### config.mk
export PLATFORM = sky130hd
export DESIGN_NAME = wma_ctrl
export DESIGN_NICKNAME = d
export VERILOG_FILES = /design/src/weighted_moment_accumulator_core_assert.svh /design/src/wma_pkg.sv /design/src/wma_ctrl.sv
export SDC_FILE = /design/constraint.sdc
export NUM_CORES = 1
export LEC_CHECK = 0
export ABC_AREA = 1
export BUFFER_PORTS_ARGS = -buffer_cell sky130_fd_sc_hd__buf_2
export CAP_MARGIN = 40
export CORE_AREA = 2 2 41 43
export CTS_BUF_LIST = sky130_fd_sc_hd__clkbuf_8
export DETAILED_ROUTE_END_ITERATION = 6
export DIE_AREA = 0 0 43 45
export GPL_TIMING_DRIVEN = 0
export HOLD_SLACK_MARGIN = 0.02
export PLACE_DENSITY = 0.82
export SLEW_MARGIN = 10
export SYNTH_ARGS = -nofsm -noshare
export SYNTH_HDL_FRONTEND = slang
export SYNTH_SLANG_ARGS = --single-unit
### constraint.sdc
create_clock -name aclk -period 1.2 [get_ports aclk]
set_input_delay 0.06 -clock aclk [delete_from_list [all_inputs] [get_ports aclk]]
set_output_delay 0.06 -clock aclk [all_outputs]
set_load 0.02 [all_outputs]
### src/weighted_moment_accumulator_core_assert.svh
// Assertion macros for the weighted moment accumulator core.
// Used by the top level only; the checks compile away when SYNTH is defined.
`ifndef WEIGHTED_MOMENT_ACCUMULATOR_CORE_ASSERT_SVH
`define WEIGHTED_MOMENT_ACCUMULATOR_CORE_ASSERT_SVH
`ifndef SYNTH
// Consequent must hold in the same cycle as the antecedent.
`define WMA_ASSERT_SAME(lbl, ante, cons) \
    lbl: assert property (@(posedge aclk) disable iff (!aresetn) (ante) |-> (cons)) \
        else $error("wma check failed");
// Consequent must hold in the cycle after the antecedent.
`define WMA_ASSERT_NEXT(lbl, ante, cons) \
    lbl: assert property (@(posedge aclk) disable iff (!aresetn) (ante) |=> (cons)) \
        else $error("wma check failed");
`else
`define WMA_ASSERT_SAME(lbl, ante, cons)
`define WMA_ASSERT_NEXT(lbl, ante, cons)
`endif
`endif

### src/wma_pkg.sv
// Shared types and constants of the weighted moment accumulator.
// No dependencies; used by every module of the block.
`timescale 1ns / 1ps

package wma_pkg;

    localparam int X_W        = 16;
    localparam int W_W        = 16;
    localparam int NF_W       = 32;
    localparam int SUM_W_W    = 40;
    localparam int SUM_WX_W   = 56;
    localparam int SUM_W2_W   = 56;
    localparam int SUM_W2X_W  = 64;
    localparam int SUM_W2X2_W = 64;
    localparam int MEAN_W     = 32;
    localparam int VAR_W      = 32;
    localparam int SIG_W      = 26;
    localparam int CNT_OUT_W  = 20;
    localparam int UNIT_W     = 128;
    localparam int IN_DATA_W  = 32;
    localparam int OUT_DATA_W = 112;
    localparam int OUT_USER_W = 2;
    localparam int CFG_IDX_W  = 2;
    localparam int CFG_DATA_W = 32;

    localparam int MUL_STEPS  = 64;
    localparam int DIV_STEPS  = 128;
    localparam int SQRT_STEPS = 32;
    localparam int STEP_CNT_W = 7;

    localparam logic [SIG_W-1:0] SIG_CAP = SIG_W'(999 * 65536);
    localparam logic [63:0] SIG_CAP_SQ = {38'd0, SIG_CAP} * {38'd0, SIG_CAP};
    localparam logic [NF_W-1:0] NF_RESET = 32'h0001_0000;

    localparam logic [CFG_IDX_W-1:0] REG_NORM_FACTOR      = 2'd0;
    localparam logic [CFG_IDX_W-1:0] REG_NORMALIZE_ENABLE = 2'd1;

    typedef enum logic [1:0] {
        KIND_MUL,
        KIND_DIV,
        KIND_SQRT
    } unit_kind_t;

    typedef enum logic [3:0] {
        OP_MU,
        OP_MM,
        OP_T2,
        OP_T3,
        OP_DEN,
        OP_VAR,
        OP_SIGQ,
        OP_SQRT,
        OP_MEANN,
        OP_NN,
        OP_VN
    } op_t;

    typedef enum logic [3:0] {
        ST_IDLE,
        ST_PROD,
        ST_SQPROD,
        ST_ACCUM,
        ST_DECIDE,
        ST_ISSUE,
        ST_WAIT,
        ST_NEXT,
        ST_OUTPUT
    } state_t;

    typedef struct packed {
        logic prod;
        logic sqprod;
        logic accum;
        logic report_init;
        logic unit_start;
        op_t  op;
        logic write_out;
    } dp_cmd_t;

    typedef struct packed {
        logic last;
        logic zero_sum;
        logic num_pos;
        logic v_zero;
        logic norm_en;
        logic unit_done;
        logic out_free;
    } dp_status_t;

endpackage

### src/wma_ctrl.sv
// Controller of the weighted moment accumulator: sequences accumulation and report steps.
// Depends on wma_pkg for states, operation codes and the command/status structs.
`timescale 1ns / 1ps

module wma_ctrl (
    input  logic                aclk,
    input  logic                aresetn,
    input  logic                s_tvalid,
    output logic                s_tready,
    input  wma_pkg::dp_status_t status,
    output wma_pkg::dp_cmd_t    cmd
);

    wma_pkg::state_t state_reg, state_next;
    wma_pkg::op_t    op_reg, op_next;

    always_comb begin
        logic after_var;
        logic after_sig;
        state_next = state_reg;
        op_next    = op_reg;
        after_var  = 1'b0;
        after_sig  = 1'b0;
        case (state_reg)
            wma_pkg::ST_IDLE: begin
                if (s_tvalid) begin
                    state_next = wma_pkg::ST_PROD;
                end
            end
            wma_pkg::ST_PROD: begin
                state_next = wma_pkg::ST_SQPROD;
            end
            wma_pkg::ST_SQPROD: begin
                state_next = wma_pkg::ST_ACCUM;
            end
            wma_pkg::ST_ACCUM: begin
                state_next = status.last ? wma_pkg::ST_DECIDE : wma_pkg::ST_IDLE;
            end
            wma_pkg::ST_DECIDE: begin
                if (status.zero_sum) begin
                    state_next = wma_pkg::ST_OUTPUT;
                end else begin
                    state_next = wma_pkg::ST_ISSUE;
                    op_next    = wma_pkg::OP_MU;
                end
            end
            wma_pkg::ST_ISSUE: begin
                state_next = wma_pkg::ST_WAIT;
            end
            wma_pkg::ST_WAIT: begin
                if (status.unit_done) begin
                    state_next = wma_pkg::ST_NEXT;
                end
            end
            wma_pkg::ST_NEXT: begin
                state_next = wma_pkg::ST_ISSUE;
                case (op_reg)
                    wma_pkg::OP_MU:    op_next = wma_pkg::OP_MM;
                    wma_pkg::OP_MM:    op_next = wma_pkg::OP_T2;
                    wma_pkg::OP_T2:    op_next = wma_pkg::OP_T3;
                    wma_pkg::OP_T3: begin
                        // A numerator that is not positive leaves the variance at zero.
                        if (status.num_pos) begin
                            op_next = wma_pkg::OP_DEN;
                        end else begin
                            after_var = 1'b1;
                        end
                    end
                    wma_pkg::OP_DEN:   op_next = wma_pkg::OP_VAR;
                    wma_pkg::OP_VAR:   after_var = 1'b1;
                    wma_pkg::OP_SIGQ:  op_next = wma_pkg::OP_SQRT;
                    wma_pkg::OP_SQRT:  after_sig = 1'b1;
                    wma_pkg::OP_MEANN: op_next = wma_pkg::OP_NN;
                    wma_pkg::OP_NN:    op_next = wma_pkg::OP_VN;
                    wma_pkg::OP_VN:    state_next = wma_pkg::ST_OUTPUT;
                    default:           state_next = wma_pkg::ST_OUTPUT;
                endcase
                if (after_var) begin
                    if (!status.v_zero) begin
                        op_next = wma_pkg::OP_SIGQ;
                    end else begin
                        after_sig = 1'b1;
                    end
                end
                if (after_sig) begin
                    if (status.norm_en) begin
                        op_next = wma_pkg::OP_MEANN;
                    end else begin
                        state_next = wma_pkg::ST_OUTPUT;
                    end
                end
            end
            wma_pkg::ST_OUTPUT: begin
                if (status.out_free) begin
                    state_next = wma_pkg::ST_IDLE;
                end
            end
            default: begin
                state_next = wma_pkg::ST_IDLE;
            end
        endcase
    end

    always_comb begin
        s_tready        = (state_reg == wma_pkg::ST_IDLE);
        cmd.prod        = (state_reg == wma_pkg::ST_PROD);
        cmd.sqprod      = (state_reg == wma_pkg::ST_SQPROD);
        cmd.accum       = (state_reg == wma_pkg::ST_ACCUM);
        cmd.report_init = (state_reg == wma_pkg::ST_DECIDE);
        cmd.unit_start  = (state_reg == wma_pkg::ST_ISSUE);
        cmd.op          = op_reg;
        cmd.write_out   = (state_reg == wma_pkg::ST_OUTPUT) && status.out_free;
    end

    always_ff @(posedge aclk) begin
        if (!aresetn) begin
            state_reg <= wma_pkg::ST_IDLE;
            op_reg    <= wma_pkg::OP_MU;
        end else begin
            state_reg <= state_next;
            op_reg    <= op_next;
        end
    end

endmodule

==> impl_metrics.py <==
metrics = {
    "run_status": {
        "status": "complete, but fails checks",
        "failed_checks": "setup timing",
    },
    "floorplan": {
        "core_area_um2": 1470,
        "ios": 21,
        "die_h_um": 45,
        "initial_utilization": 0.447,
        "rows": 14,
        "die_x_um": 43,
        "dieArea_um2": 1940,
    },
    "job": {
        "cap_violations": 0,
    },
    "cells_and_area": {
        "multi_input_area_um2": 497,
        "nNetsFinal": 147,
        "insertedDiodeCount": 0,
        "drive_gt1_frac": 0.533,
        "finalInstanceArea_um2": 1010,
        "stdcell_count": 151,
        "seqCellArea_um2": 180,
        "fill_cells": 114,
        "area_growth_pct": 53.4,
    },
    "route": {
        "antenna_left": 0,
        "drc": 0,
        "vias": 811,
        "wl_per_cell_um": 13.4,
        "vias_per_cell": 5.37,
        "first_iter_violations": 33,
        "routed_wl_mm": 2.02,
        "dr.pass1.iters": 4,
    },
    "sta": {
        "timing.final.ws_setup_ps": -49.7,
        "rsz0062_at_grt": "true",
        "setup_viol": 5,
        "worst_pin_slew_ps": 245,
        "max_freq_mhz": 800,
        "relSlewSlack": 0.834,
        "period_needed_ps": 1250,
        "drv_slew": 0,
        "clock_skew_ps": 8.07,
        "fin_crit_sh": 1.04,
        "hold_viol": 0,
        "finalSetupTns_ps": -121,
    },
    "place": {
        "dp_hpwl_mm": 1.29,
        "dp_slack_ps": -67.6,
        "place_congestion": 0.878,
        "place_area_um2": 790,
        "placedCellCount": 139,
        "numPortBuffers": 20,
    },
    "min_path": {
        "hold_path.class": "input pin to flip-flop",
    },
    "critical_path": {
        "path_common_cell": "nand2_4",
        "worst_path_max_delay_cell": "dfxtp_4",
        "path_class": "flip-flop to flip-flop",
        "path_cells": "nand2_4 > clkinv_4 > nand3_4 > nand2_4 > nand2_4 > nand3_4 > nand3_2 > nand3b_1 > nand2_1 > inv_1",
        "cp_max_fo": 6,
        "arrival_ps": 1370,
        "worst-path-buf-inv": 2,
        "critPathMaxStageDelay_ps": 380,
        "endpoint_kind": "flip-flop",
        "critPathRequiredTime_ps": 1320,
        "path_delay_family": "simple AND/OR/NAND/NOR gates",
        "crit_path_start_kind": "flip-flop",
    },
    "clock_network": {
        "clk_pin_slew_ps": 40,
        "cts_inserted_buffers": 3,
        "cts_buffer_depth": 2,
        "clockRootBuffer": "clkbuf_8",
        "cts_tree": "done",
        "htreeDepth": 1,
        "cts_num_sinks": 8,
        "clock_latency_ps": 230,
    },
    "yosys": {
        "ys_ff_latch": 8,
        "ys_warn_count": 0,
        "syn_avg_cell_area_um2": 6.39,
        "yosysSeqAreaShare": 0.243,
        "netlist_area_um2": 658,
        "synthCells": 103,
        "syn_nets": 113,
        "synth.distinct_cells": 25,
    },
    "global_route": {
        "antenna_found_initial": 0,
        "grt_max_degree": 8,
        "grtUsageTotal": 0.219,
        "grt_pass1_vias": 742,
        "grt_overflow": 0,
        "grt_pass1_wl_mm": 3.09,
    },
    "pwr": {
        "ir_drop_uv": 843,
        "power_density_nw_per_um2": 791,
        "leakagePower_uw": 0.000518,
    },
}
==> cell usage after synthesis, drive strengths merged <==
master | number | share of area
a211oi | 1 | 0.011
a21oi | 4 | 0.030
a221oi | 1 | 0.013
clkinv | 1 | 0.0076
dfxtp | 8 | 0.24
inv | 21 | 0.12
nand2 | 30 | 0.20
nand3 | 13 | 0.16
nand3b | 1 | 0.011
nand4 | 2 | 0.019
nor2 | 11 | 0.082
nor3 | 1 | 0.015
o2111ai | 1 | 0.013
o21a | 1 | 0.011
o21ai | 5 | 0.038
o221a | 1 | 0.017
o311ai | 1 | 0.013
==> repair_timing <==
| action | CTS | global route |
|---|---|---|
| setup endpoints to repair | 11 | 14 |
| buffers inserted | 7 | 2 |
| pin swaps | 3 | 3 |
| gates cloned | 0 | 0 |
| resized for setup | 17 | 19 |
| hold buffers | 0 | 0 |
==> kinds of logic (layout without fill, tap and decap cells) <==
family                 after synthesis  count (layout)  synth area share
AND/OR/NAND/NOR                     58              58             0.481
buffers and inverters               22              54             0.127
AO/OA/AOI/OAI                       15              15             0.148
flip-flops                           8               8             0.243
==> layer usage <==
layer | part of all wire | up-vias | routed length, um | track usage
li1 | - | 397 | - | -
met1 | 0.41 | 388 | 820 | 0.239
met2 | 0.52 | 20 | 1060 | 0.394
met3 | 0.046 | 6 | 93 | 0.0720
met4 | 0.023 | 0 | 47 | 0.0909
met5 | 0 | - | 0 | 0
==> layout by cell type, fill, tap and decap left out <==
master,n
nand2_4,3
dfxtp_2,4
nand3_4,2
dfxtp_4,4
a221oi_1,1
buf_6,1
nor2_2,1
buf_2,17
o221a_2,1
o21ai_0,4
a21oi_2,2
nand4_1,2
nand3b_1,1
nand3_2,4
a211oi_2,1
nor2_1,5
o311ai_1,1
nand2_1,22
o21ai_4,1
o2111ai_1,1
nor2_4,5
nand3_1,7
inv_2,3
o21a_1,1
clkbuf_8,3
a21oi_1,2
nand2_2,5
inv_1,16
inv_4,2
buf_4,11
nor3_4,1
clkinv_4,1
==> report_power, final <==
group	switching, uW	leakage [uW]	internal (uW)	total, uW
clock	109	0.0000216	218	327
combinational	113	0.000427	67.1	180
sequential	20.3	0.0000698	272	292
==> path summary, 6_finish.rpt <==
check / to / start / cells past startpoint / slack, ps
worst max-delay path: state_reg[2] / op_reg[1] / 10 / -50
worst min-delay path: state_reg[3] / aresetn / 3 / 80
worst max register to register: state_reg[2] / op_reg[1] / 10 / -50
worst min register to register: op_reg[0] / op_reg[0] / 2 / 530
==> worst reg2reg max path: cells and delay by family (launching register included) <==
family        cells  cell delay [ps]
simple gates      8              670
flops             1              380
buf+inv           2              100
==> cell type report <==
type	instances	area share
Clock buffer	3	0.0409
Inverter	22	0.0917
Timing Repair Buffer	29	0.177
Tap cell	16	0.0198
Sequential cell	8	0.178
Multi-Input combinational cell	73	0.492
==> through the flow <==
step | power (uW) | hold slack [ps] | util
2_1_floorplan | 404 | 158 | -
3_3_place_gp | 452 | 303 | 0.537
3_5_place_dp | 458 | 312 | 0.537
4_1_cts | 784 | 79.5 | 0.633
5_1_grt | 844 | 95.5 | 0.686
6_report | 799 | 83.8 | 0.686
Note: power is estimated with default switching activity, not from simulation.
